[config.mk]
export PLATFORM = sky130hd
export DESIGN_NAME = mld_back
export DESIGN_NICKNAME = d
export VERILOG_FILES = /design/src/rtl/core/mld_pkg.sv /design/src/rtl/core/mld_back.sv
export SDC_FILE = /design/constraint.sdc
export NUM_CORES = 1
export LEC_CHECK = 0
export ABC_AREA = 1
export ABC_CLOCK_PERIOD_IN_PS = 5300
export BUFFER_PORTS_ARGS = -buffer_cell sky130_fd_sc_hd__buf_2
export CORE_ASPECT_RATIO = 1.5
export CORE_MARGIN = 3
export CORE_UTILIZATION = 29
export DETAILED_ROUTE_END_ITERATION = 7
export GPL_TIMING_DRIVEN = 0
export SLEW_MARGIN = 20
export SYNTH_ARGS = -nofsm -noshare
export SYNTH_HDL_FRONTEND = slang
export SYNTH_SLANG_ARGS = --single-unit
[constraint.sdc]
create_clock -name clock -period 5.3 [get_ports clock]
set_input_delay 1.06 -clock clock [delete_from_list [all_inputs] [get_ports clock]]
set_output_delay 1.06 -clock clock [all_outputs]
set_load 0.005 [all_outputs]
[src/rtl/core/mld_pkg.sv]
// Shared types, constants and the 1-3-3-1 tap function of the mipmap level downsampler.
// No dependencies; every other file of the block imports this package.
package mld_pkg;

   // Sizes
   localparam int MAX_IN_WIDTH_DEF = 4096;
   localparam int MAX_IN_HEIGHT    = 4096;
   localparam int HW               = 13;    // height register width
   localparam int RW               = 12;    // row position width
   localparam int CSR_IDX_W        = 1;
   localparam int CSR_DATA_W       = 13;
   localparam int SUM_W            = 11;    // one horizontal sum, at most 8*255
   localparam int ACC_W            = 14;    // vertical sum, at most 64*255
   localparam int FRAC_BITS        = 6;     // weights sum to 64
   localparam int NUM_LINES        = 3;
   localparam int NUM_TAPS         = 4;
   localparam int OUT_POS_W        = 11;

   // Register indexes
   typedef enum logic [CSR_IDX_W-1:0] {
      CSR_IN_WIDTH  = 1'b0,
      CSR_IN_HEIGHT = 1'b1
   } csr_index_type;

   typedef struct packed {
      logic [7:0] in_red;
      logic [7:0] in_green;
      logic [7:0] in_blue;
   } req_data_type;

   typedef struct packed {
      logic [7:0]           out_red;
      logic [7:0]           out_green;
      logic [7:0]           out_blue;
      logic [OUT_POS_W-1:0] out_col;
      logic [OUT_POS_W-1:0] out_row;
      logic                 last_pixel;
   } rsp_data_type;

   // One entry of a line of horizontal sums
   typedef struct packed {
      logic [SUM_W-1:0] red;
      logic [SUM_W-1:0] green;
      logic [SUM_W-1:0] blue;
   } hsum_type;

   // Tap distance back from the current position: 0 is the current one
   typedef logic [1:0] tap_sel_type;
   localparam tap_sel_type TAP_CUR = 2'd0;

   typedef logic [1:0] line_type;
   localparam line_type LAST_LINE = line_type'(NUM_LINES - 1);

   // Transaction passed from the front end to the vertical stage
   typedef struct packed {
      hsum_type                        hs;
      tap_sel_type [NUM_TAPS-1:0]      vsel;
      line_type                        line_cur;
      logic [OUT_POS_W-1:0]            col;
      logic [OUT_POS_W-1:0]            row;
      logic                            last;
   } front_out_type;

   // a + 3b + 3c + d
   function automatic logic [ACC_W-1:0] tap_sum(input logic [SUM_W-1:0] a,
                                                 input logic [SUM_W-1:0] b,
                                                 input logic [SUM_W-1:0] c,
                                                 input logic [SUM_W-1:0] d);
      return ACC_W'(a) + ACC_W'(d)
           + (ACC_W'(b) << 1) + ACC_W'(b)
           + (ACC_W'(c) << 1) + ACC_W'(c);
   endfunction

endpackage

[src/rtl/core/mld_back.sv]
// Vertical 1-3-3-1 filter over line store data and output register.
// Depends on mld_pkg. Holds one transaction while the output register is full and stalled.
module mld_back (
   input  logic                   clock,
   input  logic                   reset,
   input  logic                   load,
   input  mld_pkg::front_out_type front_out,
   input  mld_pkg::hsum_type      rd_data [mld_pkg::NUM_LINES],
   input  logic                   rsp_stall,
   output logic                   rsp_valid,
   output mld_pkg::rsp_data_type  rsp_data,
   output logic                   hold
);
   import mld_pkg::*;

   front_out_type s1_ff, s1_in;
   logic          s1_valid_ff, s1_valid_in;
   logic          rsp_valid_ff, rsp_valid_in;
   rsp_data_type  rsp_data_ff, rsp_data_in;

   logic          adv, s1_move;
   hsum_type      row_val [NUM_TAPS];
   hsum_type      tv      [NUM_TAPS];
   logic [ACC_W-1:0] acc_red, acc_green, acc_blue;

   assign adv     = !rsp_valid_ff || !rsp_stall;
   assign s1_move = s1_valid_ff && adv;
   assign hold    = s1_valid_ff && !adv;

   // Rows r-1 and r-2 live in the lines before the current one; row r-3 is the old entry of the current line
   always_comb begin
      row_val[0] = s1_ff.hs;
      case (s1_ff.line_cur)
         2'd1: begin
            row_val[1] = rd_data[0];
            row_val[2] = rd_data[2];
            row_val[3] = rd_data[1];
         end
         2'd2: begin
            row_val[1] = rd_data[1];
            row_val[2] = rd_data[0];
            row_val[3] = rd_data[2];
         end
         default: begin
            row_val[1] = rd_data[2];
            row_val[2] = rd_data[1];
            row_val[3] = rd_data[0];
         end
      endcase
      for (int k = 0; k < NUM_TAPS; k++) begin
         tv[k] = row_val[s1_ff.vsel[k]];
      end
   end

   // Vertical filter, divide by 64
   always_comb begin
      acc_red   = tap_sum(tv[0].red,   tv[1].red,   tv[2].red,   tv[3].red);
      acc_green = tap_sum(tv[0].green, tv[1].green, tv[2].green, tv[3].green);
      acc_blue  = tap_sum(tv[0].blue,  tv[1].blue,  tv[2].blue,  tv[3].blue);
   end

   // Stage and output register control
   always_comb begin
      s1_in        = s1_ff;
      s1_valid_in  = s1_valid_ff;
      rsp_valid_in = rsp_valid_ff;
      rsp_data_in  = rsp_data_ff;
      if (load) begin
         s1_in       = front_out;
         s1_valid_in = 1'b1;
      end else if (s1_move) begin
         s1_valid_in = 1'b0;
      end
      if (s1_move) begin
         rsp_valid_in           = 1'b1;
         rsp_data_in.out_red    = acc_red[ACC_W-1:FRAC_BITS];
         rsp_data_in.out_green  = acc_green[ACC_W-1:FRAC_BITS];
         rsp_data_in.out_blue   = acc_blue[ACC_W-1:FRAC_BITS];
         rsp_data_in.out_col    = s1_ff.col;
         rsp_data_in.out_row    = s1_ff.row;
         rsp_data_in.last_pixel = s1_ff.last;
      end else if (rsp_valid_ff && !rsp_stall) begin
         rsp_valid_in = 1'b0;
      end
   end

   always_ff @(posedge clock) begin
      if (reset) begin
         s1_valid_ff  <= 1'b0;
         rsp_valid_ff <= 1'b0;
      end else begin
         s1_valid_ff  <= s1_valid_in;
         rsp_valid_ff <= rsp_valid_in;
      end
      s1_ff       <= s1_in;
      rsp_data_ff <= rsp_data_in;
   end

   assign rsp_valid = rsp_valid_ff;
   assign rsp_data  = rsp_data_ff;

   a_no_overwrite: assert property (@(posedge clock) disable iff (reset)
      hold |-> !load)
      else $error("held transaction overwritten");

   a_hold_keeps: assert property (@(posedge clock) disable iff (reset)
      hold |=> s1_valid_ff && $stable(s1_ff))
      else $error("held transaction lost or changed");

   a_rsp_from_stage: assert property (@(posedge clock) disable iff (reset)
      $rose(rsp_valid_ff) |-> $past(s1_valid_ff))
      else $error("result raised without a pending transaction");

endmodule

* After elaboration in Yosys (flattened, before gate mapping) *
Index checks and enable logic that the tools add are counted.

operators by class
  reduce and logical (&&, ||, !) cells = 9
  eq/ne operators = 2
  muxes and demuxes = 17
  order comparisons = 4
  $add $sub $neg = 15
  bitwise logic cells = 4

operators by type and width
  operator                                                                number
  33-bit binary-select mux with 2-bit select                              4
  33-bit two-way mux                                                      8
  99-bit one-hot mux with 2 select lines                                  1
  13-bit by 11-bit adder with 14-bit output                               3
  14-bit by 11-bit adder with 14-bit output                               3
  14-bit by 12-bit adder with 14-bit output                               3
  12-bit by 12-bit adder with 13-bit output                               3
  11-bit by 11-bit adder with 12-bit output                               3
  3-bit greater-or-equal comparator (second input constant)               4
  2-bit NOT with 3-bit output                                             4
  1-bit two-way mux                                                       4
  2-bit nonzero test                                                      2
  1-bit logical AND                                                       3
  1-bit logical NOT                                                       3
  2-bit by 1-bit equality test with 1-bit output (second input constant)  1
  2-bit equality test (second input constant)                             1
  1-bit logical OR                                                        1

word-level totals
  logic and storage cells = 70
  bits in registers = 115
  output and inout port bits = 49
  bits of input ports = 169

* Depth between registers and ports, before layout *
  word-level depth = 10
  mapped depth = 31
  gate-level depth less buffers = 29

* Least setup slack after synthesis *
Ideal clock, no wire load.

  path kind = register to register
  start = reg s1_ff[23] (netlist name)
  end = reg rsp_data_ff (netlist bit rsp_data[38]), data pin
  stages on the path, launching flop included = 26
  required time = 5.048 ns
  data arrival time = 4.551 ns
  clock period less this slack = 4.803 ns
  slack = 0.497 ns
  path buffers = 4
  library setup time = 0.252 ns
  cell sequence = edfxtp_1 inv_1 ha_1 buf_6 inv_4 buf_6 buf_6 buf_2 nor2_1 a21oi_1 inv_1 o21ai_0 o21ai_0 fa_1 inv_1 fa_1 inv_1 fa_1 inv_1 ha_1 a21oi_1 o21ai_0 a221oi_1 nand2_1 nand2_1 nand2_1

between the ends
  longest elaborated chain between the ends = 10
  elaborated cells between the ends (all ways) = 20
  classes of those cells = 5 x add/sub; 2 x eq/ne; 13 x mux

ends and longest elaborated chain
  element                                                                                RTL line        source
  start, declared                                                                        mld_back.sv:16  front_out_type s1_ff, s1_in;
  start signal, assigned                                                                 mld_back.sv:95  s1_ff <= s1_in;
  2-bit equality test or 2-bit by 1-bit equality test with 1-bit output (tied branches)  mld_back.sv:33  case (s1_ff.line_cur)
  99-bit one-hot mux with 2 select lines (*)                                             mld_back.sv:33
  33-bit binary-select mux with 2-bit select                                             mld_back.sv:51  tv[k] = row_val[s1_ff.vsel[k]];
  33-bit two-way mux (implied by the code) (2 in a row)                                  mld_back.sv:51
  11-bit by 11-bit adder with 12-bit output                                              mld_pkg.sv:69   return ACC_W'(a) + ACC_W'(d)
  12-bit by 12-bit adder with 13-bit output                                              mld_pkg.sv:70   + (ACC_W'(b) << 1) + ACC_W'(b)
  13-bit by 11-bit adder with 14-bit output                                              mld_pkg.sv:70
  14-bit by 12-bit adder with 14-bit output                                              mld_pkg.sv:71   + (ACC_W'(c) << 1) + ACC_W'(c);
  14-bit by 11-bit adder with 14-bit output (*)                                          mld_pkg.sv:71
  via acc_green[13]                                                                      mld_back.sv:24  logic [ACC_W-1:0] acc_red, acc_green, acc_blue;
  end signal, assigned                                                                   mld_back.sv:96  rsp_data_ff <= rsp_data_in;
  end, declared                                                                          mld_back.sv:19  rsp_data_type rsp_data_ff, rsp_data_in;

Mark *: on every way through the listed nets, which the timed path passes. The rest lies on a longest branch. The select of a mux whose other input is x is not followed.
A chain may end at the register's enable or synchronous reset.

* Final worst setup path *
  start = reg s1_ff[32] (netlist name)
  end = reg rsp_data_ff (netlist bit rsp_data[38]), data pin

between the ends
  longest elaborated chain between the ends = 9

ends and longest elaborated chain
  element                                                RTL line
  2-bit NOT with 3-bit output (implied by the code)      mld_back.sv:51
  33-bit binary-select mux with 2-bit select             mld_back.sv:51
  33-bit two-way mux (implied by the code) (2 in a row)  mld_back.sv:51
  11-bit by 11-bit adder with 12-bit output              mld_pkg.sv:69
  12-bit by 12-bit adder with 13-bit output              mld_pkg.sv:70
  13-bit by 11-bit adder with 14-bit output              mld_pkg.sv:70
  14-bit by 12-bit adder with 14-bit output              mld_pkg.sv:71
  14-bit by 11-bit adder with 14-bit output              mld_pkg.sv:71
  via acc_green[13]                                      mld_back.sv:24

The timed path passes the listed nets, and every way through them passes these cells. The select of a mux whose other input is x is not followed.

==> results.md <==
- DRC violation total after the first TritonRoute iteration: 1701
- Number of cells produced by synthesis: 2125
- Cell area after technology mapping: 14900 µm²
- Detail-routed net length per standard cell: 23.3 µm
- Fraction of layout cells with a size suffix above 1: 21.9%
- Die height: 283 µm
- DIE AREA: 54000 µm²
- RSZ-0062 raised after global routing: true
- Measured slew at the worst slew-check pin: 0.978 ns
- Global-route wire length before repair: 103 mm
- Largest net degree at the start of global routing: 53
- Routability congestion estimate: 1.00
- Total routed wirelength: 71.3 mm
- Antenna Nets Post-Route: 0
- Fill cell instance count of the final layout: 5380
- Sequential power share: 12.3%
- Internal Dissipation: 6.00 mW
- Nets: 2700
- Worst setup path class: flop to flop
- Power density normalized to cell area: 707 nW/µm²
- Final HPWL DP: 55.3 mm
- Final critical path time including I/O delays and setup: 5.19 ns
- Synth top area share: 22.8%
- Routed vias: 16600
- Setup Skew: 0.0245 ns
- Synthesized netlist net count: 2452
- Maximum buffer depth of the clock tree: 2
- Deepest level of the CTS H-tree: 4
- Setup crit end kind: flop
- Switching Power: 6.90 mW
- Sw frac: 53.5%
- TritonCTS clock tree: yes
- IO Pins: 218
- Area taken by flip-flops and latches: 3430 µm²
- Clk Latency, worst-skew pair: 0.47 ns
- Yosys Warn Count: 0
- Count of port buffers added during placement: 217
- Average size of a mapped cell: 6.99 µm²
- Overall Power: 12.9 mW
- Worst Path Max Fanout: 10
- Cell type with the highest aggregate area in the netlist: sky130_fd_sc_hd__edfxtp_1
- Initial antenna violation count: 1
- Worst Hold Slack: 0.415 ns
- Flop and latch count out of synthesis: 115
- Count of TritonRoute iterations in the first routing pass: 6
- Via-per-instance ratio: 5.44
- Area occupied by multi-input gates: 10100 µm²
- Count of clock tree sinks: 115
- Placement Rows: 101
- Max-cap violations: 0
- Critical path arrival: 5.39 ns
- Outcome: finished, final reports clean
- Growth of design area from synthesis to finish: 22.8%
- Area of the core region: 50700 µm²
- Share of power burned in the clock network: 8.8%
- Worst setup path startpoint: s1_ff[32]$_DFFE_PP_
- Source of the worst hold timing path: s1_ff[8]$_DFFE_PP_
- Number of global-route vias before repair: 16500
- Tcrit/Tclk final: 97.8%
- Clock slew at reported path FFs: 0.06 ns
- Count of final hold-check violations: 0
- Die Wd: 191 µm
- Startpoint type of the worst setup path: flop
- Hold/Removal Path Class: flop to flop
- Total leakage power: 8.44 nW
- Synth area leaders: sky130_fd_sc_hd__edfxtp_1 23%, sky130_fd_sc_hd__fa_1 15%, sky130_fd_sc_hd__nand2_1 12%
- Share of synthesized area occupied by flip-flops and latches: 23.1%
- Required time of the critical path: 5.51 ns
- All-layer global routing usage: 25.9%
- Share of power burned in combinational logic: 78.9%
- Launching point of the worst reg2reg path: s1_ff[32]$_DFFE_PP_
- Maximum VDD drop: 0.572 mV
- Top achievable clock speed: 0.193 GHz
- Clock buffer count from CTS: 17
- Number of distinct library cell variants in the gate-level netlist after synthesis: 46
- Clock root buffer: sky130_fd_sc_hd__clkbuf_16
- Cts hold-fix bufs: 0
- Tightest slew margin relative to the limit: 34.8%
- Total overflow reported by the global router: 0
- Initial core utilization: 29.3%
- Remaining DRCs: 0
- Final slew viol count: 0
- Final Setup Violations: 0
kinds of logic (layout without fill, tap and decap cells):
family                   count (synthesis)  in the layout  share of synthesized area [%]
other                                    0              1                              0
XOR/XNOR                                11             11                          0.648
buffers and inverters                  441            702                           12.4
flip-flops                             115            115                           23.1
AO/OA/AOI/OAI                          600            600                           22.8
AND/OR/NAND/NOR                        800            800                           22.1
adder cells (fa/ha/maj)                158            158                           18.9
cells in the final DEF (no fill, tap or decap), drive strengths merged, types with 3 or more instances in the layout:
master    count
buf         287
nor2        149
edfxtp      113
o22ai        11
inv         319
o21ai       332
a211oi        3
o21a         11
fa          111
nand2       487
clkinvlp      4
or2          12
clkbuf       85
ha           47
a32oi        27
clkinv        6
nand4         9
nor3          6
a21oi       185
xor2         11
o21bai        5
nand3       136
o211ai       12
a221oi        3
final cells by class:
cell class	instances	area share, %
clock buffers	18	2.35
repair buffers	233	7.07
plain buffers	121	4.39
well taps	669	4.59
clock inverters	14	0.720
flip-flops and latches	115	18.8
diodes	1	0.0137
multi-input cells	1569	55.5
inverters	316	6.51
timing repair:
action / 4_1_cts / 5_1_grt
gates cloned: 0 / 1
pin swaps: 2 / 17
setup endpoints to repair: 22 / 24
gates resized for setup: 82 / 189
setup buffers: 1 / 11
routing by layer:
layer / part of all wire [%] / GRT usage (%)
met1: 37 / 30.3
met2: 46 / 42.0
met3: 9.2 / 5.88
met4: 7.6 / 17.6
met5: 0 / 0
state kept, by name (all words and copies together) (netlist names):
name,cells
s1_valid_ff,1
s1_ff,33
rsp_valid,1
rsp_data,47
row_val,33
metrics by stage:
step / TNS (ns) / utilization [%] / setup WS, ns / instances / area [µm²]
floorplan: 0 / - / 0.497 / 2125 / 14900
global placement: -9.07 / 33.1 / -0.460 / 3011 / 16800
detailed placement: -5.01 / 33.3 / -0.469 / 3014 / 16900
CTS: 0 / 34.8 / 0.000143 / 3044 / 17600
global route: -0.195 / 36.0 / -0.0816 / 3056 / 18200
finish: 0 / 36.0 / 0.115 / 3056 / 18200
worst paths after layout:
path | end | slack (ns) | depth (start not counted)
max | rsp_data[38]$_DFFE_PP_ | 0.11 | 17
min | rsp_data[8]$_DFFE_PP_ | 0.42 | 0
max reg2reg | rsp_data[38]$_DFFE_PP_ | 0.11 | 17
min reg2reg | rsp_data[8]$_DFFE_PP_ | 0.42 | 0
synth_stat cells (all sizes together):
cell,count
nand2,487
o21ai,332
inv,314
a21oi,185
nor2,149
nand3,136
edfxtp,113
fa,111
buf,66
clkbuf,59
ha,47
a32oi,27
o211ai,12
or2,12
o21a,11
o22ai,11
xor2,11
nand4,9
nor3,6
o21bai,5
a211oi,3
a221oi,3
a21o,2
a221o,2
a22oi,2
clkinv,2
dfxtp,2
o221ai,2
a31oi,1
and2,1
o21ba,1
o31ai,1
power groups by stage:
stage          combinational, mW  clock (mW)  sequential [mW]
5_1_grt                     11.4        1.21             1.60
2_1_floorplan               6.63           0             1.59
3_3_place_gp                8.86           0             1.60
3_5_place_dp                9.10           0             1.60
6_report                    10.2        1.14             1.58
4_1_cts                     9.30        1.18             1.58
worst max-delay path: stages, from the launching register on:
cell	delay [ns]
sky130_fd_sc_hd__edfxtp_1	0.45
sky130_fd_sc_hd__clkbuf_1	0.56
sky130_fd_sc_hd__clkbuf_1	0.72
sky130_fd_sc_hd__o21ai_0	0.19
sky130_fd_sc_hd__o21ai_1	0.39
sky130_fd_sc_hd__fa_1	0.49
sky130_fd_sc_hd__inv_1	0.08
sky130_fd_sc_hd__fa_1	0.40
sky130_fd_sc_hd__inv_1	0.07
sky130_fd_sc_hd__fa_1	0.42
sky130_fd_sc_hd__inv_1	0.07
sky130_fd_sc_hd__ha_2	0.30
sky130_fd_sc_hd__a21oi_2	0.19
sky130_fd_sc_hd__o21ai_2	0.09
sky130_fd_sc_hd__a221oi_2	0.30
sky130_fd_sc_hd__nand2_1	0.08
sky130_fd_sc_hd__nand2_1	0.07
sky130_fd_sc_hd__nand2_1	0.05
Note: power is estimated with default switching activity, not from simulation.
