<file path="src/rtl/core/mld_pkg.sv">
// Shared types, constants and the 1-3-3-1 tap function of the mipmap level downsampler.
// No dependencies; every other file of the block imports this package.
package mld_pkg;

   // Sizes
   localparam int MAX_IN_WIDTH_DEF = 4096;
   localparam int MAX_IN_HEIGHT    = 4096;
   localparam int HW               = 13;    // height register width
   localparam int RW               = 12;    // row position width
   localparam int CSR_IDX_W        = 1;
   localparam int CSR_DATA_W       = 13;
   localparam int SUM_W            = 11;    // one horizontal sum, at most 8*255
   localparam int ACC_W            = 14;    // vertical sum, at most 64*255
   localparam int FRAC_BITS        = 6;     // weights sum to 64
   localparam int NUM_LINES        = 3;
   localparam int NUM_TAPS         = 4;
   localparam int OUT_POS_W        = 11;

   // Register indexes
   typedef enum logic [CSR_IDX_W-1:0] {
      CSR_IN_WIDTH  = 1'b0,
      CSR_IN_HEIGHT = 1'b1
   } csr_index_type;

   typedef struct packed {
      logic [7:0] in_red;
      logic [7:0] in_green;
      logic [7:0] in_blue;
   } req_data_type;

   typedef struct packed {
      logic [7:0]           out_red;
      logic [7:0]           out_green;
      logic [7:0]           out_blue;
      logic [OUT_POS_W-1:0] out_col;
      logic [OUT_POS_W-1:0] out_row;
      logic                 last_pixel;
   } rsp_data_type;

   // One entry of a line of horizontal sums
   typedef struct packed {
      logic [SUM_W-1:0] red;
      logic [SUM_W-1:0] green;
      logic [SUM_W-1:0] blue;
   } hsum_type;

   // Tap distance back from the current position: 0 is the current one
   typedef logic [1:0] tap_sel_type;
   localparam tap_sel_type TAP_CUR = 2'd0;

   typedef logic [1:0] line_type;
   localparam line_type LAST_LINE = line_type'(NUM_LINES - 1);

   // Transaction passed from the front end to the vertical stage
   typedef struct packed {
      hsum_type                        hs;
      tap_sel_type [NUM_TAPS-1:0]      vsel;
      line_type                        line_cur;
      logic [OUT_POS_W-1:0]            col;
      logic [OUT_POS_W-1:0]            row;
      logic                            last;
   } front_out_type;

   // a + 3b + 3c + d
   function automatic logic [ACC_W-1:0] tap_sum(input logic [SUM_W-1:0] a,
                                                 input logic [SUM_W-1:0] b,
                                                 input logic [SUM_W-1:0] c,
                                                 input logic [SUM_W-1:0] d);
      return ACC_W'(a) + ACC_W'(d)
           + (ACC_W'(b) << 1) + ACC_W'(b)
           + (ACC_W'(c) << 1) + ACC_W'(c);
   endfunction

endpackage

</file>
<file path="src/rtl/core/mld_front.sv">
// Position tracking, pixel history, horizontal 1-3-3-1 filter and vertical tap selection.
// Depends on mld_pkg. Feeds the line store and the vertical stage.
module mld_front #(
   parameter int  MAX_IN_WIDTH = mld_pkg::MAX_IN_WIDTH_DEF,
   localparam int CW           = $clog2(MAX_IN_WIDTH),
   localparam int WW           = $clog2(MAX_IN_WIDTH + 1),
   localparam int HALF         = MAX_IN_WIDTH / 2,
   localparam int AW           = (HALF > 1) ? $clog2(HALF) : 1
) (
   input  logic                   clock,
   input  logic                   reset,
   input  logic                   restart,
   input  logic                   accept,
   input  mld_pkg::req_data_type  req_data,
   input  logic [WW-1:0]          width,
   input  logic [mld_pkg::HW-1:0] height,
   output logic                   hx_valid,
   output logic                   produce,
   output logic [AW-1:0]          mem_addr,
   output mld_pkg::front_out_type front_out
);
   import mld_pkg::*;

   localparam int HJW = CW + 2;
   localparam int VJW = RW + 2;

   logic [CW-1:0] col_ff, col_in;
   logic [RW-1:0] row_ff, row_in;
   line_type      line_ff, line_in;
   req_data_type  rp_ff [3];
   req_data_type  rp_in [3];

   logic [WW-1:0] w_m1, ow;
   logic [CW-1:0] col_half, ox;
   logic          col_at_end, col_even_hit;
   logic [HW-1:0] h_m1, oh;
   logic [RW-1:0] row_half, oy;
   logic          row_at_end, row_even_hit, vy_valid;

   logic [HJW-1:0] hj_raw [NUM_TAPS];
   logic [HJW-1:0] hj     [NUM_TAPS];
   logic [HJW-1:0] hdiff  [NUM_TAPS];
   logic [VJW-1:0] vj_raw [NUM_TAPS];
   logic [VJW-1:0] vj     [NUM_TAPS];
   logic [VJW-1:0] vdiff  [NUM_TAPS];
   req_data_type   px     [NUM_TAPS];
   hsum_type       hs;

   // Which output column / row the current position completes
   always_comb begin
      w_m1         = width - WW'(1);
      ow           = width >> 1;
      if (ow == '0) begin
         ow = WW'(1);
      end
      col_half     = col_ff >> 1;
      col_at_end   = (WW'(col_ff) == w_m1);
      col_even_hit = !col_ff[0] && (col_half != '0) && (WW'(col_half) < ow);
      hx_valid     = col_at_end || col_even_hit;
      ox           = col_at_end ? CW'(ow - WW'(1)) : col_half - CW'(1);

      h_m1         = height - HW'(1);
      oh           = height >> 1;
      if (oh == '0) begin
         oh = HW'(1);
      end
      row_half     = row_ff >> 1;
      row_at_end   = (HW'(row_ff) == h_m1);
      row_even_hit = !row_ff[0] && (row_half != '0) && (HW'(row_half) < oh);
      vy_valid     = row_at_end || row_even_hit;
      oy           = row_at_end ? RW'(oh - HW'(1)) : row_half - RW'(1);

      produce      = hx_valid && vy_valid;
      mem_addr     = AW'(ox);
   end

   // Clamped tap positions, turned into distances back from the current position
   always_comb begin
      for (int k = 0; k < NUM_TAPS; k++) begin
         hj_raw[k] = {1'b0, ox, 1'b0} + HJW'(k);
         hj[k]     = (hj_raw[k] == '0) ? '0 : hj_raw[k] - HJW'(1);
         if (hj[k] > HJW'(w_m1)) begin
            hj[k] = HJW'(w_m1);
         end
         hdiff[k]  = HJW'(col_ff) - hj[k];

         vj_raw[k] = {1'b0, oy, 1'b0} + VJW'(k);
         vj[k]     = (vj_raw[k] == '0) ? '0 : vj_raw[k] - VJW'(1);
         if (vj[k] > VJW'(h_m1)) begin
            vj[k] = VJW'(h_m1);
         end
         vdiff[k]  = VJW'(row_ff) - vj[k];

         case (tap_sel_type'(hdiff[k][1:0]))
            TAP_CUR: px[k] = req_data;
            2'd1:    px[k] = rp_ff[0];
            2'd2:    px[k] = rp_ff[1];
            default: px[k] = rp_ff[2];
         endcase
      end
   end

   // Horizontal filter
   always_comb begin
      hs.red   = SUM_W'(tap_sum(SUM_W'(px[0].in_red),   SUM_W'(px[1].in_red),
                                SUM_W'(px[2].in_red),   SUM_W'(px[3].in_red)));
      hs.green = SUM_W'(tap_sum(SUM_W'(px[0].in_green), SUM_W'(px[1].in_green),
                                SUM_W'(px[2].in_green), SUM_W'(px[3].in_green)));
      hs.blue  = SUM_W'(tap_sum(SUM_W'(px[0].in_blue),  SUM_W'(px[1].in_blue),
                                SUM_W'(px[2].in_blue),  SUM_W'(px[3].in_blue)));
   end

   always_comb begin
      front_out.hs       = hs;
      for (int k = 0; k < NUM_TAPS; k++) begin
         front_out.vsel[k] = tap_sel_type'(vdiff[k][1:0]);
      end
      front_out.line_cur = line_ff;
      front_out.col      = OUT_POS_W'(ox);
      front_out.row      = OUT_POS_W'(oy);
      front_out.last     = (ox == CW'(ow - WW'(1))) && (oy == RW'(oh - HW'(1)));
   end

   // Position, line and history update
   always_comb begin
      col_in  = col_ff;
      row_in  = row_ff;
      line_in = line_ff;
      rp_in   = rp_ff;
      if (accept) begin
         rp_in[2] = rp_ff[1];
         rp_in[1] = rp_ff[0];
         rp_in[0] = req_data;
      end
      if (restart) begin
         col_in  = '0;
         row_in  = '0;
         line_in = '0;
      end else if (accept) begin
         if (col_at_end) begin
            col_in = '0;
            if (row_at_end) begin
               row_in  = '0;
               line_in = '0;
            end else begin
               row_in  = row_ff + RW'(1);
               line_in = (line_ff == LAST_LINE) ? '0 : line_ff + line_type'(1);
            end
         end else begin
            col_in = col_ff + CW'(1);
         end
      end
   end

   always_ff @(posedge clock) begin
      if (reset) begin
         col_ff  <= '0;
         row_ff  <= '0;
         line_ff <= '0;
         for (int i = 0; i < 3; i++) begin
            rp_ff[i] <= '0;
         end
      end else begin
         col_ff  <= col_in;
         row_ff  <= row_in;
         line_ff <= line_in;
         rp_ff   <= rp_in;
      end
   end

   a_col_in_frame: assert property (@(posedge clock) disable iff (reset)
      WW'(col_ff) < width)
      else $error("column position beyond the frame width");

   a_row_in_frame: assert property (@(posedge clock) disable iff (reset)
      HW'(row_ff) < height)
      else $error("row position beyond the frame height");

   a_line_tracks_row: assert property (@(posedge clock) disable iff (reset)
      (row_ff == '0) |-> (line_ff == '0))
      else $error("line index out of step with the row position");

endmodule

</file>
<file path="config.mk">
export PLATFORM = sky130hd
export DESIGN_NAME = mld_front
export DESIGN_NICKNAME = d
export VERILOG_FILES = /design/src/rtl/core/mld_pkg.sv /design/src/rtl/core/mld_front.sv
export SDC_FILE = /design/constraint.sdc
export NUM_CORES = 1
export LEC_CHECK = 0
export BUFFER_PORTS_ARGS = -buffer_cell sky130_fd_sc_hd__buf_2
export CAP_MARGIN = 20
export CORE_MARGIN = 2
export CORE_UTILIZATION = 58
export CTS_CLUSTER_DIAMETER = 80
export DETAILED_ROUTE_END_ITERATION = 10
export GPL_TIMING_DRIVEN = 0
export PLACE_DENSITY = 0.79
export SYNTH_ARGS = -nofsm -noshare
export SYNTH_HDL_FRONTEND = slang
export SYNTH_SLANG_ARGS = --single-unit
</file>
<file path="constraint.sdc">
create_clock -name clock -period 17.2 [get_ports clock]
set_input_delay 3.44 -clock clock [delete_from_list [all_inputs] [get_ports clock]]
set_output_delay 3.44 -clock clock [all_outputs]
set_load 0.05 [all_outputs]
</file>
Word-level counts from Yosys, hierarchy flattened --
Index checks and enable logic that the tools add are counted.
Word-level totals: register bits after elaboration 98, latch bits 0, RAM bits 0, memory bits (read-only) 0, output and inout port bits 79, memories 0
Operators by class: add/sub/neg operators 46, $mul 0, divide/modulo/power cells 0, magnitude comparators 10, equality and inequality tests 13, shift-type cells 0, muxes and demuxes 28, bitwise operators 0, reduce and logical (&&, ||, !) cells 28
Operators by type and width (count):
- case mux 24 bit (3 select lines) | 4
- greater-than comparator 14 x 13 -> 1 bit | 8
- zero test 14 bit | 8
- two-way mux 14 bit | 8
- subtractor 14 x 1 -> 14 bit (second input constant) | 6
- two-way mux 12 bit | 6
- adder 13 x 2 -> 14 bit (second input constant) | 4
- adder 10 x 8 -> 11 bit | 3
- adder 11 x 8 -> 11 bit | 3
- adder 11 x 9 -> 11 bit | 3
- adder 9 x 9 -> 10 bit | 3
- adder 13 x 1 -> 14 bit (second input constant) | 2
- subtractor 13 x 1 -> 14 bit (second input constant) | 2
- adder 8 x 8 -> 9 bit | 3
- equality test 12 x 13 -> 1 bit | 2
- zero test 13 bit | 2
- subtractor 13 x 1 -> 13 bit (second input constant) | 2
- adder 12 x 1 -> 12 bit (second input constant) | 2
- equality test 12 bit | 2
- less-than comparator 11 x 12 -> 1 bit | 2
- nonzero test 12 bit | 2
- subtractor 11 x 1 -> 12 bit (second input constant) | 2
- subtractor 12 x 1 -> 12 bit (second input constant) | 2
- two-way mux 2 bit | 10
- 10 further kinds | 34

Longest topological paths before layout --
depth after elaboration 17, mapped depth 53

Worst setup path before layout --
OpenSTA, ideal clock, no wires.
kind in2out, start point input port width[1], end point output port front_out[65] in the netlist's numbering, data arrival time 15.338 ns, required time 13.760 ns, setup slack -1.578 ns, stages on the path 50, buffers on the path 4, path through clkbuf_1 > inv_1 > ha_1 > clkbuf_1 > xnor2_1 > xnor2_1 > a2111oi_0 > nand4_1 > nor3_1 > buf_2 > mux2i_1 > ha_1 > and2_1 > nand2_1 > xor2_1 > mux2i_1 > nand2b_1 > or4_4 > [... 14 more ...] > o22ai_1 > nor2_1 > fa_1 > fa_1 > inv_1 > fa_1 > inv_1 > ha_1 > inv_1 > fa_1 > inv_1 > a21oi_1 > o21bai_1 > a21oi_1 > o21bai_1 > a21o_1 > a21oi_1 > xnor2_1
RTL lines:
- from (decl) | RTL line mld_front.sv:15 | input logic [WW-1:0] width,
- to (decl) | RTL line mld_front.sv:20 | output mld_pkg::front_out_type front_out

==> run_results.csv <==
group,metric,value,unit
status,status,"complete, but fails checks",
status,violations,"setup timing",
setup_path,crit_cells,47,
synthesis,ys_async_sr_fraction,0,
hold_path,hold_path_class,"reg2reg",
placed_design,postPlaceCellArea,0.01935,mm2
die,initial_core_util,0.5891,
finish,nFillCells,2203,
die,die_x,180.5,um
setup_path,crit_type,"in2out",
placed_design,gp_congestion,1.006,
timing,final_max_slew_viol_count,0,
detailed_routing,routed_wl,66.75,mm
synthesis,syn_inst,2165,
timing,worstMarginPinSlew,1.257,ns
timing,finClkSkew,0.01226,ns
detailed_routing,drc,0,
grt,grt.total_usage,0.3800,
grt,grt_pass1_vias,18350,
setup_path,reg2reg_depth,14,
detailed_routing,initialDrtViolationCount,2508,
setup_path,slowest_stage,"fa_1",
finish,nets,2759,
placed_design,numPortBuffers,117,
clock_network,clock_path_buffers,2,
detailed_routing,wl_per_cell,23.55,um
timing,hold_viol,0,
synthesis,ys_warn_count,0,
timing,timing.setup.tns,-0.01828,ns
finish,seq_area,0.001962,mm2
finish,final_area,0.02227,mm2
die,num_rows,64,
finish,area_delta_synth_final,23.23,%
hold_path,hold_path_depth,2,
job,max-cap-violations,0,
synthesis,ys_types,92,
setup_path,start_kind,"input port",
synthesis,synthesis.nets,2492,
clock_network,cts_tree,"yes",
detailed_routing,drt_pre_antenna_iters,8,
timing,max_freq,0.05808,GHz
synthesis,synth_flop_cell,"dfxtp_1",
clock_network,cts.sinks,98,
timing,period_needed,17.22,ns
detailed_routing,vias_per_cell,6.778,
grt,antenna_found_initial,3,
synthesis,synth_top_area_frac,0.1246,
detailed_routing,route.vias.total,19220,
synthesis,synthTopCellsByArea,"ha_1, dfxtp_1, fa_1, xnor2_1, mux4_2",
timing,worst_slack,-0.01828,ns
clock_network,cts_root_buffer,"clkbuf_16",
setup_path,worst_ep_required_time,13.76,ns
die,design.die.area,0.03258,mm2
finish,multiInputGateArea,0.01598,mm2
setup_path,setup.worst_path.end_class,"output port",
die,ios,133,
synthesis,syn_avg_cell_area,8.346,um2
finish,fin_cells,2835,
clock_network,ctsHoldBuffers,0,
grt,grt_max_degree,19,
synthesis,ys_ff_latch,98,
grt,grt_pass1_wl,99.06,mm
synthesis,synth_top_cell_by_area,"ha_1",
setup_path,critPathArrivalTime,13.78,ns
timing,period_share,1.001,
clock_network,cts_max_level,3,
die,core_area,0.03067,mm2
grt,overflow,0,
synthesis,synth_edf_count,0,
synthesis,syn_area,0.01807,mm2
setup_path,worst-path-max-fanout,8,
synthesis,synth_seq_area_share,0.1086,
setup_path,critPathBufInv,11,
placed_design,dp_cells,2678,
timing,relSlewSlack,0.1619,
timing,finalSetupViolations,1,
clock_network,cts_buffers,9,
timing,rsz0062_at_grt,"yes",
setup_path,max_stage_delay,0.60,ns
detailed_routing,ant_nets,0,
setup_path,critical_path.top_delay_family,"simple AND/OR/NAND/NOR gates",
clock_network,cts.clk_slew.worst_paths,0.07,ns
placed_design,hpwl,46.53,mm
finish,drive_gt1_frac,0.2684,
clock_network,worstSkewPairLatency,0.37,ns
die,fp.dieH,180.5,um
timing repair:
item,CTS,global route
gates resized for setup,205,161
pin swaps,79,126
endpoints found under the setup margin,30,25
buffers inserted,98,48
gates cloned,1,1
Yosys cell counts (7+ instances only):
cell type and number:
nor4_1 26, a31oi_1 16, o21ai_0 61, mux2_2 9, dfxtp_1 98, xor2_1 53, o221a_2 25, nand3_1 45
xnor2_1 142, a21oi_1 96, nand2_1 85, o22a_1 37, nor3b_1 11, mux4_2 48, fa_1 93, and4_1 7
o221ai_1 32, a211oi_1 9, nor2b_1 16, or2_2 7, mux2i_1 100, o22ai_1 25, a21o_1 36, nand2b_1 19
ha_1 180, nor2_1 226, o21a_1 8, o31ai_1 14, nor3_1 45, o211ai_1 9, buf_4 14, or4_1 17
o21bai_1 13, xnor3_1 8, clkbuf_1 82, nand4_1 42, inv_1 218, and3_1 17, buf_1 11, and2_1 19
or3_1 21, buf_2 23
kinds of logic (layout without fill, tap and decap cells):
logic type      after synthesis  in the layout  share of synthesized area
flops                        98             98                     0.1086
mux                         162            162                     0.1248
buf+inv                     353            625                    0.07908
fa+ha+maj                   273            273                     0.2277
simple gates                633            633                     0.1796
compound gates              440            440                     0.1727
xor+xnor                    206            206                     0.1076
other cells                   0              2                          0
registers in the layout, indices dropped and copies added, names as in the netlist:
signal	cells
col_ff	12
line_ff	2
row_ff	12
rp_ff	72
per-layer routing:
| layer | wire [um] | vias up | global-route usage |
|---|---|---|---|
| met5 | 10 | - | 0 |
| met4 | 4256 | 2 | 0.2065 |
| met3 | 7303 | 354 | 0.07013 |
| met2 | 30240 | 1406 | 0.6140 |
| met1 | 24950 | 9130 | 0.4818 |
| li1 | - | 8323 | - |
worst paths after layout:
path | from | end | slack (ns)
max reg2reg | col_ff[5] | col_ff[0] | 13.40
max | width[4] | front_out[43] | -0.02
min | line_ff[0] | line_ff[0] | 0.52
min reg2reg | line_ff[0] | line_ff[0] | 0.52
worst min-delay path: cells and delay by family (launching register included):
| family | cells | cell delay, ns |
|---|---|---|
| simple gates | 1 | 0.08 |
| compound gates | 1 | 0.06 |
| flops | 1 | 0.35 |
per-stage QoR:
stage,hold slack (ns),setup slack (ns),util
after floorplan,0.5160,-0.1402,-
after global placement,0.4685,-2.260,0.6310
after detailed placement,0.4949,-2.367,0.6310
after CTS,0.5062,-0.03690,0.6930
after global routing,0.5482,-0.2845,0.7260
final,0.5238,-0.01828,0.7260
final cells by class:
cell class / instances / area share
Antenna cell: 2 / 0.0002248
Buffer: 124 / 0.03501
Clock buffer: 10 / 0.01073
Clock inverter: 6 / 0.003653
Inverter: 220 / 0.03771
Multi-Input combinational cell: 1714 / 0.7175
Sequential cell: 98 / 0.08811
Tap cell: 396 / 0.02225
Timing Repair Buffer: 265 / 0.08480
cells in the final DEF, fill, tap and decap left out, types with 16 or more instances in the layout:
| master | count |
|---|---|
| a21oi_2 | 17 |
| nand3_1 | 45 |
| nor3_1 | 37 |
| o22a_1 | 37 |
| nand2_1 | 80 |
| nand2b_1 | 19 |
| and3_1 | 16 |
| inv_2 | 18 |
| dfxtp_1 | 98 |
| a21o_1 | 36 |
| xnor2_1 | 124 |
| buf_4 | 148 |
| buf_2 | 118 |
| nor2b_1 | 16 |
| buf_6 | 30 |
| xor2_1 | 48 |
| o21ai_0 | 55 |
| nor4_1 | 21 |
| o221a_2 | 21 |
| inv_1 | 198 |
| mux2i_1 | 93 |
| clkbuf_1 | 56 |
| o221ai_1 | 26 |
| nand4_1 | 42 |
| mux4_2 | 48 |
| nor2_1 | 206 |
| ha_1 | 164 |
| a21oi_1 | 77 |
| fa_1 | 80 |
| or3_1 | 19 |
Power is left out: the tool's default activity adds up to more than one toggle a clock period on the data nets, which glitch-free logic cannot reach.
